===== src/rtl/assert_macros.svh =====
// Assertion helpers for the RTL; lsf_back.sv includes them.
`ifndef ASSERT_MACROS_SVH
`define ASSERT_MACROS_SVH

// Checked on every rising edge, held off while reset is high.
`define LSF_ASSERT(label, clk, rst, prop, msg) \
  label: assert property (@(posedge clk) disable iff (rst) prop) else $error(msg);

// Checked on every rising edge, reset included.
`define LSF_ASSERT_ALWAYS(label, clk, prop, msg) \
  label: assert property (@(posedge clk) prop) else $error(msg);

`endif


===== src/rtl/lsf_pkg.sv =====
package lsf_pkg;

  localparam int HOST_W      = 8;
  localparam int PORT_W      = 3;
  localparam int MASK_BITS   = 8;
  localparam int CFG_W       = 4;
  localparam int QUEUE_DEPTH = 2;

  localparam logic [CFG_W-1:0] PORTS_RESET = 4'd8;

  typedef struct packed {
    logic [HOST_W-1:0]    src;
    logic [HOST_W-1:0]    dst;
    logic [PORT_W-1:0]    arr;
    logic [MASK_BITS-1:0] flood_mask;
  } item_t;

  typedef struct packed {
    logic  valid;
    item_t item;
  } queue_out_t;

  typedef struct packed {
    logic [MASK_BITS-1:0] send_mask;
    logic                 flooded;
    logic                 learned_new;
    logic                 table_full;
  } result_t;

  typedef enum logic [1:0] {
    ST_IDLE,
    ST_SCAN,
    ST_DONE
  } state_t;

endpackage


===== src/rtl/learning_switch_forwarding.sv =====
// Channel   Direction  Handshake                    Payload
// header    in         start, busy                  source_host, dest_host, arrival_port
// result    out        done (one-cycle strobe)      send_mask, flooded, learned_new, table_full
// config    in         cfg_valid, cfg_ready         cfg_data (ports_in_use)
//
// A header is taken when start is high and busy is low. It waits in a two-entry
// queue until the back end is idle. The back end takes one header at a time and
// reads the learned entries one per cycle, then learns the source and registers
// the result together with done. Synchronous reset empties the table at once
// through its fill count; busy is high and cfg_ready low while reset is held.
// The result stays on its ports for the single cycle that done is high; the
// receiver cannot stall it.
module learning_switch_forwarding #(
  parameter int TABLE_DEPTH = 128,
  parameter int PORT_COUNT  = 8,
  parameter int HOST_BITS   = 8
) (
  input  logic                           clk,
  input  logic                           rst,
  input  logic                           start,
  output logic                           busy,
  input  logic [lsf_pkg::HOST_W-1:0]     source_host,
  input  logic [lsf_pkg::HOST_W-1:0]     dest_host,
  input  logic [lsf_pkg::PORT_W-1:0]     arrival_port,
  output logic                           done,
  output logic [lsf_pkg::MASK_BITS-1:0]  send_mask,
  output logic                           flooded,
  output logic                           learned_new,
  output logic                           table_full,
  input  logic                           cfg_valid,
  output logic                           cfg_ready,
  input  logic [lsf_pkg::CFG_W-1:0]      cfg_data
);

  lsf_pkg::queue_out_t q_link;
  lsf_pkg::result_t    result;
  logic                pop;

  // The front end takes each header transfer, works out its flood set from
  // the port count and queues it.
  lsf_front #(
    .PORT_COUNT(PORT_COUNT)
  ) u_front (
    .clk          (clk),
    .rst          (rst),
    .start        (start),
    .busy         (busy),
    .source_host  (source_host),
    .dest_host    (dest_host),
    .arrival_port (arrival_port),
    .cfg_valid    (cfg_valid),
    .cfg_ready    (cfg_ready),
    .cfg_data     (cfg_data),
    .pop          (pop),
    .q_out        (q_link)
  );

  // The back end scans the table for the source and destination together,
  // learns the source if it is new and there is room, then builds the mask.
  lsf_back #(
    .TABLE_DEPTH (TABLE_DEPTH),
    .HOST_BITS   (HOST_BITS)
  ) u_back (
    .clk    (clk),
    .rst    (rst),
    .q_in   (q_link),
    .pop    (pop),
    .done   (done),
    .result (result)
  );

  assign send_mask   = result.send_mask;
  assign flooded     = result.flooded;
  assign learned_new = result.learned_new;
  assign table_full  = result.table_full;

endmodule


===== src/rtl/lsf_front.sv =====
module lsf_front #(
  parameter int PORT_COUNT = 8
) (
  input  logic                        clk,
  input  logic                        rst,
  input  logic                        start,
  output logic                        busy,
  input  logic [lsf_pkg::HOST_W-1:0]  source_host,
  input  logic [lsf_pkg::HOST_W-1:0]  dest_host,
  input  logic [lsf_pkg::PORT_W-1:0]  arrival_port,
  input  logic                        cfg_valid,
  output logic                        cfg_ready,
  input  logic [lsf_pkg::CFG_W-1:0]   cfg_data,
  input  logic                        pop,
  output lsf_pkg::queue_out_t         q_out
);

  localparam int QW = (lsf_pkg::QUEUE_DEPTH > 1) ? $clog2(lsf_pkg::QUEUE_DEPTH) : 1;
  localparam int CW = $clog2(lsf_pkg::QUEUE_DEPTH + 1);
  localparam int FLOOD_MAX = (PORT_COUNT < lsf_pkg::MASK_BITS) ? PORT_COUNT
                                                                : lsf_pkg::MASK_BITS;

  logic [lsf_pkg::CFG_W-1:0] ports_in_use;
  logic [lsf_pkg::CFG_W-1:0] flood_ports;
  logic [lsf_pkg::MASK_BITS-1:0] flood_mask;
  lsf_pkg::item_t q_mem [lsf_pkg::QUEUE_DEPTH];
  logic [QW-1:0] wr_ptr;
  logic [QW-1:0] rd_ptr;
  logic [CW-1:0] q_count;
  logic push;
  logic do_pop;

  // Neither channel takes a transfer while reset is held.
  assign cfg_ready = !rst;
  assign busy      = rst || (q_count == CW'(lsf_pkg::QUEUE_DEPTH));
  assign push      = start && !busy;
  assign do_pop    = pop && (q_count != '0);

  // The flood set is fixed when the header comes in. The port count is to change
  // only while the block is idle; the user must see to it, the block does not check.
  always_comb begin
    if (ports_in_use > lsf_pkg::CFG_W'(FLOOD_MAX)) begin
      flood_ports = lsf_pkg::CFG_W'(FLOOD_MAX);
    end else begin
      flood_ports = ports_in_use;
    end
    for (int k = 0; k < lsf_pkg::MASK_BITS; k++) begin
      flood_mask[k] = (lsf_pkg::CFG_W'(k) < flood_ports) &&
                      (lsf_pkg::PORT_W'(k) != arrival_port);
    end
  end

  always_ff @(posedge clk) begin
    if (rst) begin
      ports_in_use <= lsf_pkg::PORTS_RESET;
      wr_ptr       <= '0;
      rd_ptr       <= '0;
      q_count      <= '0;
    end else begin
      if (cfg_valid) begin
        ports_in_use <= cfg_data;
      end
      if (push) begin
        wr_ptr <= (wr_ptr == QW'(lsf_pkg::QUEUE_DEPTH - 1)) ? '0 : wr_ptr + 1'b1;
      end
      if (do_pop) begin
        rd_ptr <= (rd_ptr == QW'(lsf_pkg::QUEUE_DEPTH - 1)) ? '0 : rd_ptr + 1'b1;
      end
      if (push && !do_pop) begin
        q_count <= q_count + 1'b1;
      end else if (do_pop && !push) begin
        q_count <= q_count - 1'b1;
      end
    end
  end

  always_ff @(posedge clk) begin
    if (push) begin
      q_mem[wr_ptr] <= '{src: source_host, dst: dest_host, arr: arrival_port,
                         flood_mask: flood_mask};
    end
  end

  assign q_out.valid = (q_count != '0);
  assign q_out.item  = q_mem[rd_ptr];

endmodule


===== src/rtl/lsf_back.sv =====
`include "assert_macros.svh"

module lsf_back #(
  parameter int TABLE_DEPTH = 128,
  parameter int HOST_BITS   = 8
) (
  input  logic                clk,
  input  logic                rst,
  input  lsf_pkg::queue_out_t q_in,
  output logic                pop,
  output logic                done,
  output lsf_pkg::result_t    result
);

  localparam int AW = $clog2(TABLE_DEPTH);
  localparam int CW = $clog2(TABLE_DEPTH + 1);
  localparam int KEY_BITS = (HOST_BITS < lsf_pkg::HOST_W) ? HOST_BITS : lsf_pkg::HOST_W;

  // Entries are only ever added at the lowest free slot and never removed,
  // so the valid entries are exactly those below the fill count.
  logic [KEY_BITS-1:0]       entry_host [TABLE_DEPTH];
  logic [lsf_pkg::PORT_W-1:0] entry_port [TABLE_DEPTH];

  lsf_pkg::state_t state, state_next;
  logic [CW-1:0] fill_count;
  logic [CW-1:0] scan_addr;
  logic          rd_pend;
  logic [KEY_BITS-1:0] host_q;
  logic [lsf_pkg::PORT_W-1:0] port_q;
  lsf_pkg::item_t cur;
  logic src_hit;
  logic dst_hit;
  logic [lsf_pkg::PORT_W-1:0] dst_port;

  logic [KEY_BITS-1:0] src_key;
  logic [KEY_BITS-1:0] dst_key;
  logic scan_more;
  logic learn;
  logic full;
  logic hit;
  logic [lsf_pkg::PORT_W-1:0] hit_port;

  assign src_key   = cur.src[KEY_BITS-1:0];
  assign dst_key   = cur.dst[KEY_BITS-1:0];
  assign scan_more = (scan_addr < fill_count);
  assign learn     = !src_hit && (fill_count != CW'(TABLE_DEPTH));
  assign full      = !src_hit && (fill_count == CW'(TABLE_DEPTH));
  assign hit       = dst_hit || (learn && (dst_key == src_key));
  assign hit_port  = dst_hit ? dst_port : cur.arr;

  always_ff @(posedge clk) begin
    if (rst) begin
      state <= lsf_pkg::ST_IDLE;
    end else begin
      state <= state_next;
    end
  end

  always_comb begin
    state_next = state;
    pop        = 1'b0;
    unique case (state)
      lsf_pkg::ST_IDLE: begin
        if (q_in.valid) begin
          pop        = 1'b1;
          state_next = lsf_pkg::ST_SCAN;
        end
      end
      lsf_pkg::ST_SCAN: begin
        if (!scan_more && !rd_pend) begin
          state_next = lsf_pkg::ST_DONE;
        end
      end
      lsf_pkg::ST_DONE: begin
        state_next = lsf_pkg::ST_IDLE;
      end
      default: begin
        state_next = lsf_pkg::ST_IDLE;
      end
    endcase
  end

  always_ff @(posedge clk) begin
    if (rst) begin
      fill_count <= '0;
      done       <= 1'b0;
      rd_pend    <= 1'b0;
    end else begin
      done    <= (state == lsf_pkg::ST_DONE);
      rd_pend <= (state == lsf_pkg::ST_SCAN) && scan_more;
      if (state == lsf_pkg::ST_DONE && learn) begin
        fill_count <= fill_count + 1'b1;
      end
    end
  end

  always_ff @(posedge clk) begin
    if (pop) begin
      cur       <= q_in.item;
      scan_addr <= '0;
      src_hit   <= 1'b0;
      dst_hit   <= 1'b0;
    end
    if (state == lsf_pkg::ST_SCAN) begin
      if (scan_more) begin
        host_q    <= entry_host[scan_addr[AW-1:0]];
        port_q    <= entry_port[scan_addr[AW-1:0]];
        scan_addr <= scan_addr + 1'b1;
      end
      if (rd_pend) begin
        if (host_q == src_key) begin
          src_hit <= 1'b1;
        end
        if (!dst_hit && host_q == dst_key) begin
          dst_hit  <= 1'b1;
          dst_port <= port_q;
        end
      end
    end
    if (state == lsf_pkg::ST_DONE) begin
      if (learn) begin
        entry_host[fill_count[AW-1:0]] <= src_key;
        entry_port[fill_count[AW-1:0]] <= cur.arr;
      end
      result.send_mask   <= hit ? (lsf_pkg::MASK_BITS'(1) << hit_port) : cur.flood_mask;
      result.flooded     <= !hit;
      result.learned_new <= learn;
      result.table_full  <= full;
    end
  end

  `LSF_ASSERT(a_fill_bound, clk, rst, fill_count <= CW'(TABLE_DEPTH), "fill count past depth")
  `LSF_ASSERT(a_done_follows, clk, rst, (state == lsf_pkg::ST_DONE) |=> done, "result strobe missing")
  `LSF_ASSERT(a_fill_only_done, clk, rst, (fill_count != $past(fill_count)) |-> $past(state == lsf_pkg::ST_DONE), "fill count moved outside finish")
  `LSF_ASSERT(a_learn_xor_full, clk, rst, done |-> !(result.learned_new && result.table_full), "learned and full together")

endmodule

===== config.mk =====
export PLATFORM = sky130hd
export DESIGN_NAME = learning_switch_forwarding
export DESIGN_NICKNAME = d
export VERILOG_FILES = /design/src/rtl/lsf_pkg.sv /design/src/rtl/learning_switch_forwarding.sv /design/src/rtl/lsf_front.sv /design/src/rtl/lsf_back.sv
export VERILOG_INCLUDE_DIRS = /design/src /design/src/rtl
export SDC_FILE = /design/constraint.sdc
export NUM_CORES = 2
export LEC_CHECK = 0
export ABC_AREA = 1
export BUFFER_PORTS_ARGS = -buffer_cell sky130_fd_sc_hd__buf_2
export CORE_ASPECT_RATIO = 1.5
export CORE_MARGIN = 4
export CORE_UTILIZATION = 40
export CTS_CLUSTER_SIZE = 40
export DETAILED_ROUTE_END_ITERATION = 12
export GPL_TIMING_DRIVEN = 0
export PLACE_DENSITY = 0.64
export SLEW_MARGIN = 40
export SYNTH_ARGS = -nofsm -noshare
export SYNTH_HDL_FRONTEND = slang
export SYNTH_SLANG_ARGS = --single-unit

===== constraint.sdc =====
create_clock -name clk -period 9.4 [get_ports clk]
set_clock_uncertainty 0.1 [all_clocks]
set_input_delay 0.47 -clock clk [delete_from_list [all_inputs] [get_ports clk]]
set_output_delay 0.47 -clock clk [all_outputs]
set_load 0.05 [all_outputs]

**Word-level counts from Yosys, hierarchy flattened**

Memory sizes are Yosys's and may differ from the RTL's. A register that Yosys moved wholly into a read port is not among the register bits.
Index checks and enable logic that the tools add are counted.

- Add/sub/neg operators: 6
- Magnitude comparators: 10
- Equality and inequality tests: 17
- Shifts and indexed selects: 1
- Multiplexer cells: 28
- Reductions and logical operators: 37

Operator list:

| kind | count |
|---|---|
| $mux W8 | 4 |
| $eq A8 B8 Y1 | 3 |
| $logic_and A1 B1 Y1 | 19 |
| $mux W1 | 17 |
| $add A8 B1 Y8 const B | 2 |
| $lt A3 B4 Y1 const A | 4 |
| $ne A3 B3 Y1 const A | 4 |
| $logic_not A1 Y1 | 9 |
| $eq A8 B8 Y1 const B | 1 |
| $lt A1 B4 Y1 const A | 2 |
| $lt A2 B4 Y1 const A | 2 |
| $lt A8 B8 Y1 | 1 |
| $mux W2 | 4 |
| $ne A8 B8 Y1 const B | 1 |
| $shl A1 B3 Y8 const A | 1 |
| $ne A2 B3 Y1 const A | 2 |
| $eq A2 B2 Y1 const B | 2 |
| $gt A4 B4 Y1 const B | 1 |
| $mux W4 | 1 |
| $pmux W2 S2 | 1 |
| $reduce_and A2 Y1 | 2 |
| $reduce_bool A2 Y1 | 2 |
| $mux W3 | 1 |
| $ne A1 B3 Y1 const A | 1 |
| other kinds (10) | 12 |

- Register bits: 44
- RAM bits: 1462
- Input bits: 27
- Logic and storage cells: 118
- Memories: 3

Memories:

| memory | words | width | rd ports | clocked after Yosys merged registers in | wr ports | line | text |
|---|---|---|---|---|---|---|---|
| u_back.entry_host | 128 | 8 | 1 | 1 | 1 | lsf_back.sv:21 | `logic [KEY_BITS-1:0] entry_host [TABLE_DEPTH];` |
| u_back.entry_port | 128 | 3 | 1 | 1 | 1 | lsf_back.sv:22 | `logic [lsf_pkg::PORT_W-1:0] entry_port [TABLE_DEPTH];` |
| u_front.q_mem | 2 | 27 | 1 | 1 | 1 | lsf_front.sv:26 | `lsf_pkg::item_t q_mem [lsf_pkg::QUEUE_DEPTH];` |

**Logic depth before layout (Yosys ltp)**

- Depth in word-level cells: 8
- Mapped depth: 17
- Mapped depth without buffers: 13

**By module**

A second synthesis with hierarchy kept.

- Cells, all modules: 6100
- Area, all modules: 65251.3 µm²

Modules (own cells, without submodules):

| module | times used | cells each | area an instance (µm²) |
|---|---|---|---|
| lsf_back | 1 | 5934 | 62688.9 |
| lsf_front | 1 | 166 | 2562.5 |

**Least setup slack after synthesis**

No wires, ideal clock.

- Kind: register to register
- From: register u_back.src_key[4] (netlist name)
- To: register u_back.result[3] (netlist name)
- Arrival: 2.925 ns
- Required time: 9.042 ns
- Slack: 6.117 ns
- Cell stages (with the launch flop): 10
- Path buffers: 0
- Clock period less this slack: 3.283 ns
- Path through: edfxtp_1 -> inv_1 -> nand2_1 -> nand4_1 -> nor3_1 -> nand4_1 -> nand2_1 -> clkinv_1 -> nand2_1 -> nand2_1

- Word-level cells in the longest chain between the ends: 4

Ends and longest elaborated chain:

| what | line | text |
|---|---|---|
| $eq A8 B8 Y1 | lsf_back.sv:48 | `assign hit = dst_hit \|\| (learn && (dst_key == src_key));` |
| $logic_and A1 B1 Y1 | lsf_back.sv:48 |  |
| $logic_or A1 B1 Y1 | lsf_back.sv:48 |  |
| $mux W8 | lsf_back.sv:125 | `result.send_mask <= hit ? (lsf_pkg::MASK_BITS'(1) << hit_port) : cur.flood_mask;` |

No other way between the ends.
A chain may end at the register's enable or synchronous reset.

**Final worst setup path**

- From: register u_back.fill_count[0]
- To: memory u_back.entry_port[105][2] (netlist name) (enable)

- Word-level cells in the longest chain between the ends: 5

Ends and longest elaborated chain:

| what | line | text |
|---|---|---|
| start: declaration | lsf_back.sv:25 | `logic [CW-1:0] fill_count;` |
| start signal: assignment | lsf_back.sv:92 | `fill_count <= fill_count + 1'b1;` |
| $ne A8 B8 Y1 | lsf_back.sv:46 | `assign learn = !src_hit && (fill_count != CW'(TABLE_DEPTH));` |
| $logic_and A1 B1 Y1 | lsf_back.sv:46 |  |
| net u_back.learn | lsf_back.sv:38 | `logic learn;` |
| $mux W1 | lsf_back.sv:121 | `if (learn) begin` |
| $mux W1 | lsf_back.sv:120 | `if (state == lsf_pkg::ST_DONE) begin` |
| $mux W1 (not written as such) | lsf_back.sv:123 | `entry_port[fill_count[AW-1:0]] <= cur.arr;` |
| end: declaration | lsf_back.sv:22 |  |

The timed path passes the listed nets, and every way through them passes these cells.

==> results.cfg <==
[outcome]
status = completed

[flow_run]
maxCapViolations = 0

[worst_setup_path]
critPathLaunchType = flip-flop
crit_required_ns = 9.70
critPathMaxFanout = 11
rrSetupSlack_ns = 5.31
critPathArrivalTime_ns = 4.39
crit_type = flip-flop to flip-flop
setup.worst_path.end_class = flip-flop

[synthesis]
synth-seq-cells = 1544
synthAdderAreaFrac = 0.00210
synth_compound_area_frac = 0.0280
synth.area.mux_share = 0
synth_top_family_by_area = simple AND/OR/NAND/NOR gates
yosysTopAreaCellShare = 0.694
ys_types = 40
synthCells = 6240
yosys_warnings = 0
syn_area_per_cell_um2 = 10.5
syn_area_um2 = 65500
yosysTopAreaCell = edfxtp_1
syn-num-nets = 6278
synth-simple-area-share = 0.204
synth_xor_area_frac = 0.00134
synth-seq-area-share = 0.703
synth.area.top_cells = edfxtp_1 (69%), nand2_1 (11%), nand3_1 (4.5%)

[floorplanning]
die_area_um2 = 171000
pin_count = 41
core_um2 = 163000
die_w_um = 339
num_rows = 181
initial_utilization = 0.403
die_h_um = 504

[global_routing]
grt.overflow.total = 0
grt_max_degree = 30
grt_use_total = 0.285
first_global_vias = 46500
antenna_found_initial = 5
grt_pass1_wl_um = 342000

[place]
hpwl_um = 184000
portBuffers = 40
placed_area_um2 = 71200
place_inst = 8544
gp_congestion = 1.01

[detailed_routing]
num_vias = 48500
final_antenna_net_count = 0
first_iter_violations = 6276
drtPass1Iterations = 6
wl_per_cell_um = 28.2
viasPerCell = 5.49
drc = 0
routed_wl_um = 249000

[clock_tree]
cts_tree = built
cts-resized-gates = 0
cts_hold_buf = 32
clk_latency_ns = 0.79
cts_sinks = 1544
cts_root_buffer = clkbuf_16
cts_setup_buffers = 0
path_clk_slew_ns = 0.06
cts_buffers = 141
cts_buffer_depth = 3
htreeDepth = 4

[power_and_ir_drop]
seq_power_share = 0.439
ir_drop_mv = 0.246
p_sw_frac = 0.341
power.switching_uw = 6780
p_int_uw = 13100
cellLeakagePower_uw = 0.0299
p_per_area_nw_per_um2 = 261
p_comb_frac = 0.271
p_clk_frac = 0.290

[layout]
drive_gt1_frac = 0.110
fin_cells = 8836
areaGrowthSynthToFinish_pct = 16.1
final_common_cell = nand2_1
final_util = 0.468
finalNetCount = 6653
final_cell_area_um2 = 76100
layout_common_cells = nand2_1 (1930), edfxtp_1 (1514), inv_1 (676), nor2_1 (639), nand3_1 (583)

[sta]
drv_slew = 0
max-slew-margin-rel = 0.340
max_freq_mhz = 244
setup_viol = 0
final.period_utilization = 0.435
grt_setup_unrepaired = no
min_period_ns = 4.09
finalHoldViolCount = 0
tns_ns = 0
worstMarginPinSlew_ns = 0.986

[min_path]
hp-class = input pin to flip-flop
sequential cells by signal (all words and copies together), names as in the netlist, 2 cells and up:
signal / cells
u_front.ports_in_use: 4
u_back.host_q: 8
u_back.result: 11
u_back.src_key: 8
u_back.entry_host: 1024
u_back.cur: 11
u_back.dst_key: 8
u_back.port_q: 3
u_back.state: 2
u_back.entry_port: 384
u_back.scan_addr: 8
u_front.q_mem: 54
u_front.q_count: 2
u_back.fill_count: 8
u_back.dst_port: 3
final cells by class:
cell class                      instances  area (µm²)
Timing Repair Buffer                  232        2670
Clock buffer                          186        3830
Buffer                                312        1560
Clock inverter                         66         637
Multi-Input combinational cell       3699       16100
Inverter                              685        2570
Fill cell                           14700       86500
Sequential cell                      1544       46100
Tap cell                             2104        2630
Antenna cell                            8        20.0
critical path, cell delays in order (launching register included):
cell and delay [ns]:
dfxtp_1 0.47, clkinv_1 0.29, ha_1 0.28, nand3_1 0.24, nor2_2 0.10, nor2_4 0.16
nand2_4 0.17, nor3_2 0.46, nand3_1 0.55, nor2_2 0.86
Yosys cell counts, drive strengths merged:
cell        n
o22ai       3
nand2    1934
nor3       14
o211ai     13
clkbuf    120
a21oi      46
nand4       5
nand3b      1
xor2        7
buf       192
inv       682
a31oi       1
edfxtp   1514
or2        17
o21ai     276
clkinv      3
xnor2       3
nand3     587
o31ai       3
a211oi      2
ha         11
a221oi      3
a22o        1
nor2      769
o2111ai     1
o41ai       1
o32ai       1
dfxtp      30
logic make-up after synthesis:
group                      after synthesis
adders and majority gates               11
and+or+nand+nor                       3327
buffers and inverters                  997
xor gates and xnor gates                10
AOI/OAI and AO/OA                      351
DFF                                   1544
power by group through the flow:
stage / logic (µW) / registers [µW] / clock network (µW)
floorplan: 1920 / 9320 / 0
global placement: 3430 / 10200 / 0
detailed placement: 5180 / 8860 / 0
CTS: 5200 / 8720 / 5760
global route: 5570 / 8720 / 6040
finish: 5390 / 8720 / 5760
layer usage:
layer | vias to the layer above | share of wire | GRT usage
li1 | 21200 | - | -
met1 | 23300 | 0.32 | 0.307
met2 | 3070 | 0.46 | 0.463
met3 | 883 | 0.091 | 0.0530
met4 | 2 | 0.12 | 0.286
met5 | - | 0.000052 | 0
through the flow:
step	hold WS [ns]	total power, µW	worst slack [ns]
6_report	0.115	19900	5.31
5_1_grt	0.118	20300	5.32
4_1_cts	0.0753	19700	5.42
3_5_place_dp	0.398	14000	5.46
3_3_place_gp	0.371	13700	2.89
2_1_floorplan	0.300	11200	6.12
final timing paths:
path	from	cells after the start	end
worst max-delay path	u_back.fill_count[0]	9	u_back.entry_port[105][2]
worst min-delay path	start	3	u_front.wr_ptr
worst max register to register	u_back.fill_count[0]	9	u_back.entry_port[105][2]
worst min register to register	u_front.q_mem[0][17]	2	u_back.dst_key[6]
No activity file was read; power rests on OpenSTA's default activity.
